==> src/sv/ppdr_pkg.sv <==
`default_nettype none
package ppdr_pkg;

  localparam logic [1:0] REQ_IMU  = 2'd0;
  localparam logic [1:0] REQ_ENC  = 2'd1;
  localparam logic [1:0] REQ_TICK = 2'd2;

  localparam int IDX_W     = 5;
  localparam int SQ_TERMS  = 4;
  localparam int SQRT_BITS = 31;
  localparam int DIV_BITS  = 16;
  localparam int ATAN_N    = 30;

  localparam logic [30:0] INV_PI4_Q30 = 31'h517CC1B7;
  localparam logic signed [33:0] CORDIC_X0 = 34'sd652032874;
  localparam logic signed [15:0] QUAT_ONE  = 16'sd16384;

  localparam logic [31:0] ATAN_TAB [ATAN_N] = '{
    32'h20000000, 32'h12E4051E, 32'h09FB385B, 32'h051111D4, 32'h028B0D43,
    32'h0145D7E1, 32'h00A2F61E, 32'h00517C55, 32'h0028BE53, 32'h00145F2F,
    32'h000A2F98, 32'h000517CC, 32'h00028BE6, 32'h000145F3, 32'h0000A2FA,
    32'h0000517D, 32'h000028BE, 32'h0000145F, 32'h00000A30, 32'h00000518,
    32'h0000028C, 32'h00000146, 32'h000000A3, 32'h00000051, 32'h00000029,
    32'h00000014, 32'h0000000A, 32'h00000005, 32'h00000003, 32'h00000001
  };

  typedef struct packed {
    logic [1:0]         req_type;
    logic signed [15:0] quat_x;
    logic signed [15:0] quat_y;
    logic signed [15:0] quat_z;
    logic signed [15:0] quat_w;
    logic signed [15:0] yaw_rate_in;
    logic signed [15:0] speed_in;
    logic [19:0]        elapsed;
  } in_item_t;

  typedef struct packed {
    logic signed [31:0] pos_x;
    logic signed [31:0] pos_y;
    logic [31:0]        heading;
    logic signed [15:0] speed_out;
    logic signed [15:0] yaw_rate_out;
    logic signed [15:0] orient_x;
    logic signed [15:0] orient_y;
    logic signed [15:0] orient_z;
    logic signed [15:0] orient_w;
  } out_item_t;

  typedef enum logic [4:0] {
    OP_NONE, OP_LOAD, OP_YAWP, OP_MUL_LO, OP_MUL_HI, OP_HEAD_UPD,
    OP_CORD_INIT, OP_CORD_STEP, OP_CORD_FIN, OP_X_UPD, OP_Y_UPD,
    OP_PUBLISH, OP_SQ_ACC, OP_SQRT_INIT, OP_SQRT_STEP, OP_DIV_INIT,
    OP_DIV_STEP, OP_QUAT_FIN
  } dp_op_e;

  typedef enum logic [1:0] {
    MSEL_HEAD, MSEL_X, MSEL_Y
  } mul_sel_e;

  typedef enum logic [4:0] {
    ST_IDLE, ST_YAWP, ST_HMUL_LO, ST_HMUL_HI, ST_HUPD, ST_CINIT, ST_CSTEP,
    ST_CFIN, ST_XMUL_LO, ST_XMUL_HI, ST_XUPD, ST_YMUL_LO, ST_YMUL_HI,
    ST_YUPD, ST_PUB, ST_SQ, ST_SQRT_INIT, ST_SQRT, ST_DIV_INIT, ST_DIV,
    ST_QFIN
  } state_e;

  typedef struct packed {
    dp_op_e           op;
    mul_sel_e         msel;
    logic [IDX_W-1:0] idx;
  } dp_cmd_t;

  typedef struct packed {
    logic [1:0] req_type;
    logic       el_zero;
    logic       out_busy;
  } dp_status_t;

endpackage
`default_nettype wire

==> src/sv/ppdr_ctrl.sv <==
`default_nettype none
module ppdr_ctrl #(
  parameter int CORDIC_STEPS = 16
) (
  input  wire                  clk_i,
  input  wire                  rst_ni,
  input  wire                  in_valid_i,
  output logic                 in_ready_o,
  input  ppdr_pkg::dp_status_t status_i,
  output ppdr_pkg::dp_cmd_t    cmd_o
);

  localparam logic [ppdr_pkg::IDX_W-1:0] CORD_LAST =
    ppdr_pkg::IDX_W'(CORDIC_STEPS - 1);
  localparam logic [ppdr_pkg::IDX_W-1:0] SQ_LAST =
    ppdr_pkg::IDX_W'(ppdr_pkg::SQ_TERMS - 1);
  localparam logic [ppdr_pkg::IDX_W-1:0] SQRT_LAST =
    ppdr_pkg::IDX_W'(ppdr_pkg::SQRT_BITS - 1);
  localparam logic [ppdr_pkg::IDX_W-1:0] DIV_LAST =
    ppdr_pkg::IDX_W'(ppdr_pkg::DIV_BITS - 1);

  ppdr_pkg::state_e state_q, state_d;
  logic [ppdr_pkg::IDX_W-1:0] cnt_q, cnt_d;
  logic accept;

  assign accept = in_valid_i && (state_q == ppdr_pkg::ST_IDLE);

  always_ff @(posedge clk_i or negedge rst_ni) begin
    if (!rst_ni) begin
      state_q <= ppdr_pkg::ST_IDLE;
      cnt_q   <= '0;
    end else begin
      state_q <= state_d;
      cnt_q   <= cnt_d;
    end
  end

  always_comb begin
    state_d = state_q;
    cnt_d   = '0;
    unique case (state_q)
      ppdr_pkg::ST_IDLE: begin
        if (accept) begin
          priority if (status_i.req_type == ppdr_pkg::REQ_IMU) begin
            state_d = ppdr_pkg::ST_SQ;
          end else if (status_i.req_type == ppdr_pkg::REQ_TICK &&
                       !status_i.el_zero) begin
            state_d = ppdr_pkg::ST_YAWP;
          end else begin
            state_d = ppdr_pkg::ST_IDLE;
          end
        end
      end
      ppdr_pkg::ST_YAWP:    state_d = ppdr_pkg::ST_HMUL_LO;
      ppdr_pkg::ST_HMUL_LO: state_d = ppdr_pkg::ST_HMUL_HI;
      ppdr_pkg::ST_HMUL_HI: state_d = ppdr_pkg::ST_HUPD;
      ppdr_pkg::ST_HUPD:    state_d = ppdr_pkg::ST_CINIT;
      ppdr_pkg::ST_CINIT:   state_d = ppdr_pkg::ST_CSTEP;
      ppdr_pkg::ST_CSTEP: begin
        if (cnt_q == CORD_LAST) begin
          state_d = ppdr_pkg::ST_CFIN;
        end else begin
          cnt_d = cnt_q + 1'b1;
        end
      end
      ppdr_pkg::ST_CFIN:    state_d = ppdr_pkg::ST_XMUL_LO;
      ppdr_pkg::ST_XMUL_LO: state_d = ppdr_pkg::ST_XMUL_HI;
      ppdr_pkg::ST_XMUL_HI: state_d = ppdr_pkg::ST_XUPD;
      ppdr_pkg::ST_XUPD:    state_d = ppdr_pkg::ST_YMUL_LO;
      ppdr_pkg::ST_YMUL_LO: state_d = ppdr_pkg::ST_YMUL_HI;
      ppdr_pkg::ST_YMUL_HI: state_d = ppdr_pkg::ST_YUPD;
      ppdr_pkg::ST_YUPD:    state_d = ppdr_pkg::ST_PUB;
      ppdr_pkg::ST_PUB: begin
        if (!status_i.out_busy) state_d = ppdr_pkg::ST_IDLE;
      end
      ppdr_pkg::ST_SQ: begin
        if (cnt_q == SQ_LAST) begin
          state_d = ppdr_pkg::ST_SQRT_INIT;
        end else begin
          cnt_d = cnt_q + 1'b1;
        end
      end
      ppdr_pkg::ST_SQRT_INIT: state_d = ppdr_pkg::ST_SQRT;
      ppdr_pkg::ST_SQRT: begin
        if (cnt_q == SQRT_LAST) begin
          state_d = ppdr_pkg::ST_DIV_INIT;
        end else begin
          cnt_d = cnt_q + 1'b1;
        end
      end
      ppdr_pkg::ST_DIV_INIT: state_d = ppdr_pkg::ST_DIV;
      ppdr_pkg::ST_DIV: begin
        if (cnt_q == DIV_LAST) begin
          state_d = ppdr_pkg::ST_QFIN;
        end else begin
          cnt_d = cnt_q + 1'b1;
        end
      end
      ppdr_pkg::ST_QFIN: state_d = ppdr_pkg::ST_IDLE;
      default:           state_d = ppdr_pkg::ST_IDLE;
    endcase
  end

  always_comb begin
    cmd_o.op   = ppdr_pkg::OP_NONE;
    cmd_o.msel = ppdr_pkg::MSEL_HEAD;
    cmd_o.idx  = cnt_q;
    in_ready_o = 1'b0;
    unique case (state_q)
      ppdr_pkg::ST_IDLE: begin
        in_ready_o = 1'b1;
        if (accept) cmd_o.op = ppdr_pkg::OP_LOAD;
      end
      ppdr_pkg::ST_YAWP:    cmd_o.op = ppdr_pkg::OP_YAWP;
      ppdr_pkg::ST_HMUL_LO: cmd_o.op = ppdr_pkg::OP_MUL_LO;
      ppdr_pkg::ST_HMUL_HI: cmd_o.op = ppdr_pkg::OP_MUL_HI;
      ppdr_pkg::ST_HUPD:    cmd_o.op = ppdr_pkg::OP_HEAD_UPD;
      ppdr_pkg::ST_CINIT:   cmd_o.op = ppdr_pkg::OP_CORD_INIT;
      ppdr_pkg::ST_CSTEP:   cmd_o.op = ppdr_pkg::OP_CORD_STEP;
      ppdr_pkg::ST_CFIN:    cmd_o.op = ppdr_pkg::OP_CORD_FIN;
      ppdr_pkg::ST_XMUL_LO: begin
        cmd_o.op   = ppdr_pkg::OP_MUL_LO;
        cmd_o.msel = ppdr_pkg::MSEL_X;
      end
      ppdr_pkg::ST_XMUL_HI: begin
        cmd_o.op   = ppdr_pkg::OP_MUL_HI;
        cmd_o.msel = ppdr_pkg::MSEL_X;
      end
      ppdr_pkg::ST_XUPD:    cmd_o.op = ppdr_pkg::OP_X_UPD;
      ppdr_pkg::ST_YMUL_LO: begin
        cmd_o.op   = ppdr_pkg::OP_MUL_LO;
        cmd_o.msel = ppdr_pkg::MSEL_Y;
      end
      ppdr_pkg::ST_YMUL_HI: begin
        cmd_o.op   = ppdr_pkg::OP_MUL_HI;
        cmd_o.msel = ppdr_pkg::MSEL_Y;
      end
      ppdr_pkg::ST_YUPD:    cmd_o.op = ppdr_pkg::OP_Y_UPD;
      ppdr_pkg::ST_PUB: begin
        if (!status_i.out_busy) cmd_o.op = ppdr_pkg::OP_PUBLISH;
      end
      ppdr_pkg::ST_SQ:        cmd_o.op = ppdr_pkg::OP_SQ_ACC;
      ppdr_pkg::ST_SQRT_INIT: cmd_o.op = ppdr_pkg::OP_SQRT_INIT;
      ppdr_pkg::ST_SQRT:      cmd_o.op = ppdr_pkg::OP_SQRT_STEP;
      ppdr_pkg::ST_DIV_INIT:  cmd_o.op = ppdr_pkg::OP_DIV_INIT;
      ppdr_pkg::ST_DIV:       cmd_o.op = ppdr_pkg::OP_DIV_STEP;
      ppdr_pkg::ST_QFIN:      cmd_o.op = ppdr_pkg::OP_QUAT_FIN;
      default:                cmd_o.op = ppdr_pkg::OP_NONE;
    endcase
  end

endmodule
`default_nettype wire

==> config.mk <==
export PLATFORM = sky130hd
export DESIGN_NAME = ppdr_ctrl
export DESIGN_NICKNAME = d
export VERILOG_FILES = /design/src/sv/ppdr_pkg.sv /design/src/sv/ppdr_ctrl.sv
export SDC_FILE = /design/constraint.sdc
export NUM_CORES = 1
export LEC_CHECK = 0
export BUFFER_PORTS_ARGS = -buffer_cell sky130_fd_sc_hd__buf_2
export CORE_UTILIZATION = 45
export CTS_BUF_LIST = sky130_fd_sc_hd__clkbuf_4 sky130_fd_sc_hd__clkbuf_8
export DETAILED_ROUTE_END_ITERATION = 8
export GPL_TIMING_DRIVEN = 0
export PLACE_DENSITY = 0.78
export SYNTH_ARGS = -nofsm -noshare
export SYNTH_HDL_FRONTEND = slang
export SYNTH_SLANG_ARGS = --single-unit
==> constraint.sdc <==
create_clock -name clk_i -period 2.4 [get_ports clk_i]
set_clock_uncertainty 0.2 [all_clocks]
set_input_delay 0.12 -clock clk_i [delete_from_list [all_inputs] [get_ports clk_i]]
set_output_delay 0.12 -clock clk_i [all_outputs]
set_load 0.01 [all_outputs]
==> results of run 1 <==
[state kept, by name, indices dropped and copies added, names as in the netlist]
name / flops
cnt_q: 5
state_q: 5
[cell families (layout without fill, tap and decap cells)]
group / Yosys count / count (layout) / share of synthesized area [%]
buffers and inverters: 19 / 43 / 9.42
XOR/XNOR: 4 / 4 / 3.61
AND/OR/NAND/NOR: 45 / 45 / 22.8
AO/OA/AOI/OAI: 34 / 34 / 27.5
flip-flops: 10 / 10 / 25.8
adder cells (fa/ha/maj): 4 / 4 / 5.16
multiplexers: 4 / 4 / 5.68
[layer usage]
layer	track usage [%]	vias up
li1	-	475
met1	27.2	480
met2	40.4	57
met3	1.89	2
met4	10.8	0
met5	0	-
[worst max path at each step]
stage,start,endpoint,cells past startpoint
final,cnt_q[0],state_q[2],6
after global routing,cnt_q[0],state_q[3],8
after CTS,cnt_q[0],state_q[2],8
after detailed placement,cnt_q[0],state_q[3],8
after global placement,cnt_q[0],state_q[2],8
after floorplan,cnt_q[0],state_q[2],8
[area by class of cell]
class	count	share of cell area, %
well taps	27	2.94
multi-input cells	91	55.3
inverters	9	2.94
flip-flops and latches	10	21.8
clock buffers	3	1.96
plain buffers	10	5.23
repair buffers	21	9.81
[through the flow]
stage | setup slack (ns) | utilization [%] | hold slack (ns) | total power, mW | instances
2_1_floorplan | 0.146 | - | -0.376 | 0.186 | 120
3_3_place_gp | 0.0909 | 54.9 | -0.216 | 0.197 | 166
3_5_place_dp | 0.0328 | 54.9 | -0.210 | 0.198 | 166
4_1_cts | 0.0180 | 56.5 | 0.0400 | 0.309 | 170
5_1_grt | 0.0143 | 57.3 | 0.0548 | 0.322 | 171
6_report | 0.118 | 57.3 | 0.0393 | 0.304 | 171
[worst register-to-register path: cells and delay by family (launching register included)]
family | cells | cell delay (ns)
DFF | 1 | 0.42
and+or+nand+nor | 2 | 0.62
muxes | 1 | 0.34
adders and majority gates | 1 | 0.26
AOI/OAI and AO/OA | 2 | 0.31
[synthesized netlist by cell type (2+ instances only)]
cell type and n:
a211oi_1 2, a21oi_1 9, a31oi_1 3, buf_4 3, clkbuf_1 4, dfrtp_1 10, ha_1 4, inv_1 9
mux2_4 3, nand2_1 11, nand3_1 4, nand4_1 3, nor2_1 15, nor3_1 2, nor3b_1 3, o21ai_0 9
xnor2_1 2, xor2_1 2
[timing repair]
item,in CTS,in global routing
endpoints found under the setup margin,0,6
hold endpoints to repair,10,0
hold buffers,1,0
gates resized for setup,0,4
setup buffers,0,1
[where the power goes]
group	internal (mW)	switching, mW	total [mW]
combinational	0.0140	0.0125	0.0265
sequential	0.169	0	0.169
clock	0.0576	0.0508	0.108
total	0.240	0.0633	0.304
==> metrics.txt, run 1 <==
yosys warns 0; final-layout fill cell count 192; vias in the first global route 926; fmax 438 MHz; DIE WIDTH 48.4 um; Unique masters post-synth 40; Final Max Tran Viols 0; die height 48.4 um; post-synth top area share 25.8%; Register Area 250 um^2; CP delay by family, top simple AND/OR/NAND/NOR gates; Main synth FF type dfrtp_1; Critical Path Start Type flip-flop; Slew HR 60.9%; first-pass GRT wire length 4130 um; DIE AREA 0.00234 mm^2; maximum vdd drop 0.149 mV; Post-synth EDFFs 0; final worst path period need 2.28 ns; Reg2Reg Capture Point state_q[2]; post-synthesis net count 131; total CTS buffers 3; Synth Register Bits 10; FP Rows 16; Max-Cap Viols 0; CTS Root Cell clkbuf_4; final hold vios 0; largest net degree at the start of global routing 11; Placer Congestion 0.940; CTS tree done; delay of the slowest cell on the worst path 0.45 ns; Post-synth ARST share 100%; reg2reg path depth 6; commonest non-fill, non-tap cell in the layout buf_2; Worst Path Required 2.34 ns; status finished clean; WL final 2360 um; area of the multi-input gates 634 um^2; initial antenna violation count 0; critical path class flip-flop to flip-flop; FF-to-FF setup slack 0.12 ns; vias 1014; final setup fails 0; vias per inst 5.93; worst slew pin tran 0.582 ns; RSZ-0062 raised after global routing no; DP Area 0.00110 mm^2; routed wl met2 1200 um; post-route cell area 0.00115 mm^2; clock net sink count 10; sequential area share after synthesis 25.8%; Mean Syn Cell Area 8.08 um^2; synthesized cell area 970 um^2; IO buf count 19; layout cells sized above 1 26.4%; wire per inst 13.8 um; worst r2r src cnt_q[0]; HPWL Detailed 1780 um; number of nets with antenna violations after routing 0; Synth area leader dfrtp_1; Hold/Removal Path Class input pin to asynchronous set/reset pin; PD cells 265 mW/mm^2; Std-Cell Core Area 0.00200 mm^2; slowest CP cell nor4_1; CP Cell Sequence ha_1 -> nor4b_2 -> nor4_1 -> a311oi_4 -> o211ai_4 -> mux2_4; routed length on met1 972 um; CP Buf/Inv Count 0; highest metal used met4; DR DRC count 0; commonest non-fill, non-tap cells in the layout buf_2 (20), nor2_1 (15), nand2_1 (11), dfrtp_1 (10); critical path peak fanout 5; Leak Pwr 0.518 nW; WL met3 167 um; clk buf depth 2; Top Ports 20; Fin Setup TNS 0 ns; Clock Latency Late Sink 0.26 ns; Initial DRC Count 52; synthesized instance count 120; fin crit share 95.1%; Initial Util 48.4%; GR Util All Layers 22.6%; critical path arrival 2.22 ns; # H-tree levels 1; synth top area cells dfrtp_1 (26%), nor2_1 (5.8%), ha_1 (5.2%), a21oi_1 (4.6%), o21ai_0 (4.6%); clock-pin slew on the worst setup and hold paths 0.06 ns; total grt overflow 0; CP endpoint kind flip-flop; nets 157; drt first pass iters 4; Synth-to-Final Area Change 18.3%; ANT cells 0
(Power assumes the default switching activity.)
==> run 2, diff against run 1 <==
--- a/config.mk
+++ b/config.mk
@@ -10,6 +10,7 @@
 export CTS_BUF_LIST = sky130_fd_sc_hd__clkbuf_4 sky130_fd_sc_hd__clkbuf_8
 export DETAILED_ROUTE_END_ITERATION = 8
 export GPL_TIMING_DRIVEN = 0
+export HOLD_SLACK_MARGIN = 0.08
 export PLACE_DENSITY = 0.78
 export SYNTH_ARGS = -nofsm -noshare
 export SYNTH_HDL_FRONTEND = slang
==> run 2 against run 1 <==
Worst setup slack got worse by 0.020 ns. Flip-flop and latch count unchanged. Maximum frequency decreased by 0.88%. Critical path type unchanged.
==> metrics.txt, run 2 (synthesis gave the netlist of run 1 again) <==
Synth-to-Final Area Change 21.4%; clock-pin slew on the worst setup and hold paths 0.06 ns (about the same); DIE AREA 0.00234 mm^2 (unchanged); Flop pwr share 54.6% (-1.0 points); Sw Pwr 0.0655 mW (+3.4%); highest metal used met4; Slew HR 60.5% (-0.38 points); commonest non-fill, non-tap cell in the layout buf_2; CP Buf/Inv Count 2 (+2); critical path peak fanout 10 (+5); total CTS buffers 3 (unchanged); Critical Path Start Type flip-flop; Worst Path Required 2.38 ns (+0.04 ns); drt first pass iters 4 (unchanged); slowest CP cell dlygate4sd3_1; final hold vios 0 (unchanged); Top Ports 20 (unchanged); Std-Cell Core Area 0.00200 mm^2 (unchanged); CP Cell Sequence buf_2 -> nor2_1 -> nand2_1 -> a211oi_1 -> dlygate4sd3_1 -> a31oi_1 -> mux2i_1; P_int 0.244 mW (+1.5%); Max-Cap Viols 0 (unchanged); delay of the slowest cell on the worst path 0.58 ns (+0.13 ns); CTS tree done; vias 1044 (+3.0%); maximum vdd drop 0.150 mV (+0.70%); routed wl met2 1240 um (+2.6%); Initial DRC Count 40 (-23%); fmax 434 MHz (-0.88%); Hold/Removal Path Class input pin to flip-flop; CTS Root Cell clkbuf_4; FF-to-FF setup slack 0.1 ns (-0.02 ns); WL final 2470 um (+4.6%); final worst slack 0.0975 ns (-0.0202 ns); PD cells 263 mW/mm^2 (-0.73%); final worst path period need 2.30 ns (+0.0202 ns); HPWL Detailed 1780 um (unchanged); critical path arrival 2.28 ns (+0.06 ns); clk buf depth 2 (unchanged); RSZ-0062 raised after global routing no; Clock Latency Late Sink 0.26 ns (about the same); Placer Congestion 0.940 (unchanged); GR Util All Layers 23.3% (+0.73 points); nets 160 (+1.9%); vias in the first global route 939 (+1.4%); die height 48.4 um (unchanged); DIE WIDTH 48.4 um (unchanged); biggest regs cnt_q (5), state_q (5); number of nets with antenna violations after routing 0 (unchanged); wire per inst 14.2 um (+2.8%); status finished clean; critical path class flip-flop to flip-flop; routed length on met1 999 um (+2.8%); switching part of the total 21.2% (+0.32 points); ANT cells 0 (unchanged); CP endpoint kind flip-flop; largest net degree at the start of global routing 11 (unchanged); DR DRC count 0 (unchanged); final setup fails 0 (unchanged); # H-tree levels 1 (unchanged); vias per inst 6.00 (+1.2%); WL met3 189 um (+13%); CP delay by family, top buffers and inverters; worst slew pin tran 0.587 ns (+0.00563 ns); Leak Pwr 0.531 nW (+2.6%); clock network power share 35.5% (-0.2 points); first-pass GRT wire length 4250 um (+3.0%); FP Rows 16 (unchanged); pre-CTS setup slack 0.0328 ns (unchanged); total grt overflow 0 (unchanged); commonest non-fill, non-tap cells in the layout buf_2 (20), nor2_1 (15), nand2_1 (11), dfrtp_1 (10); fin crit share 95.9% (+0.84 points); Final Max Tran Viols 0 (unchanged); layout cells sized above 1 25.9% (-0.54 points); Fin Setup TNS 0 ns (unchanged); initial antenna violation count 0 (unchanged); Initial Util 48.4% (unchanged); IO buf count 19 (unchanged); clock net sink count 10 (unchanged); power share of the combinational group 10.0% (+1.3 points)
[run 2: changes by cell type in the layout (fill, tap and decap cells not counted), sizes merged]
| cell | previous run | this run |
|---|---|---|
| dlygate4sd3 | 1 | 4 |
[run 2: routing by layer]
metal / vias to the layer above / GRT usage, %
li1: 486 / -
met1: 488 / 28.4
met2: 64 / 40.6
met3: 6 / 1.89
met4: 0 / 12.7
met5: - / 0
[run 2: power groups by stage]
stage                     logic (mW)  registers, mW  clock network (mW)
after floorplan               0.0136          0.172                   0
after global placement        0.0249          0.172                   0
after detailed placement      0.0257          0.172                   0
after CTS                     0.0308          0.169               0.114
after global routing          0.0339          0.169               0.126
final                         0.0308          0.169               0.110
[run 2: what timing repair did]
item	4_1_cts	5_1_grt
setup buffers	0	1
setup endpoints to repair	0	6
hold buffers	4	0
endpoints found under the hold margin	11	0
gates resized for setup	0	4
[run 2: path summary, 6_finish.rpt]
path | from | endpoint | depth (start not counted)
worst min-delay path | in_valid_i | state_q[0] | 3
worst min register to register | cnt_q[0] | cnt_q[0] | 1
min in group asynchronous | rst_ni | cnt_q[1] | 3
max in group asynchronous | rst_ni | state_q[1] | 3
worst max-delay path | state_q[1] | state_q[0] | 7
worst max register to register | state_q[1] | state_q[0] | 7
[run 2: final cells by class]
| type | count | area [um^2] |
|---|---|---|
| Buffer | 10 | 60.1 |
| Clock buffer | 3 | 22.5 |
| Fill cell | 190 | 825 |
| Inverter | 9 | 33.8 |
| Multi-Input combinational cell | 91 | 634 |
| Sequential cell | 10 | 250 |
| Tap cell | 27 | 33.8 |
| Timing Repair Buffer | 24 | 143 |
[run 2: stage by stage]
stage                     area, um^2  power, mW  hold WS, ns  cells  utilization (%)
after floorplan                  970      0.186       -0.376    120                -
after global placement          1100      0.197       -0.216    166             54.9
after detailed placement        1100      0.198       -0.210    166             54.9
after CTS                       1160      0.313       0.0918    173             58.0
after global routing            1180      0.328        0.103    174             58.8
final                           1180      0.309       0.0972    174             58.8
[run 2: worst reg2reg max path: cells and delay by family, from the launching register on]
kind,cells,cell delay [ns]
AOI/OAI and AO/OA,2,0.28
and+or+nand+nor,2,0.40
muxes,1,0.15
buffers and inverters,2,0.78
DFF,1,0.42
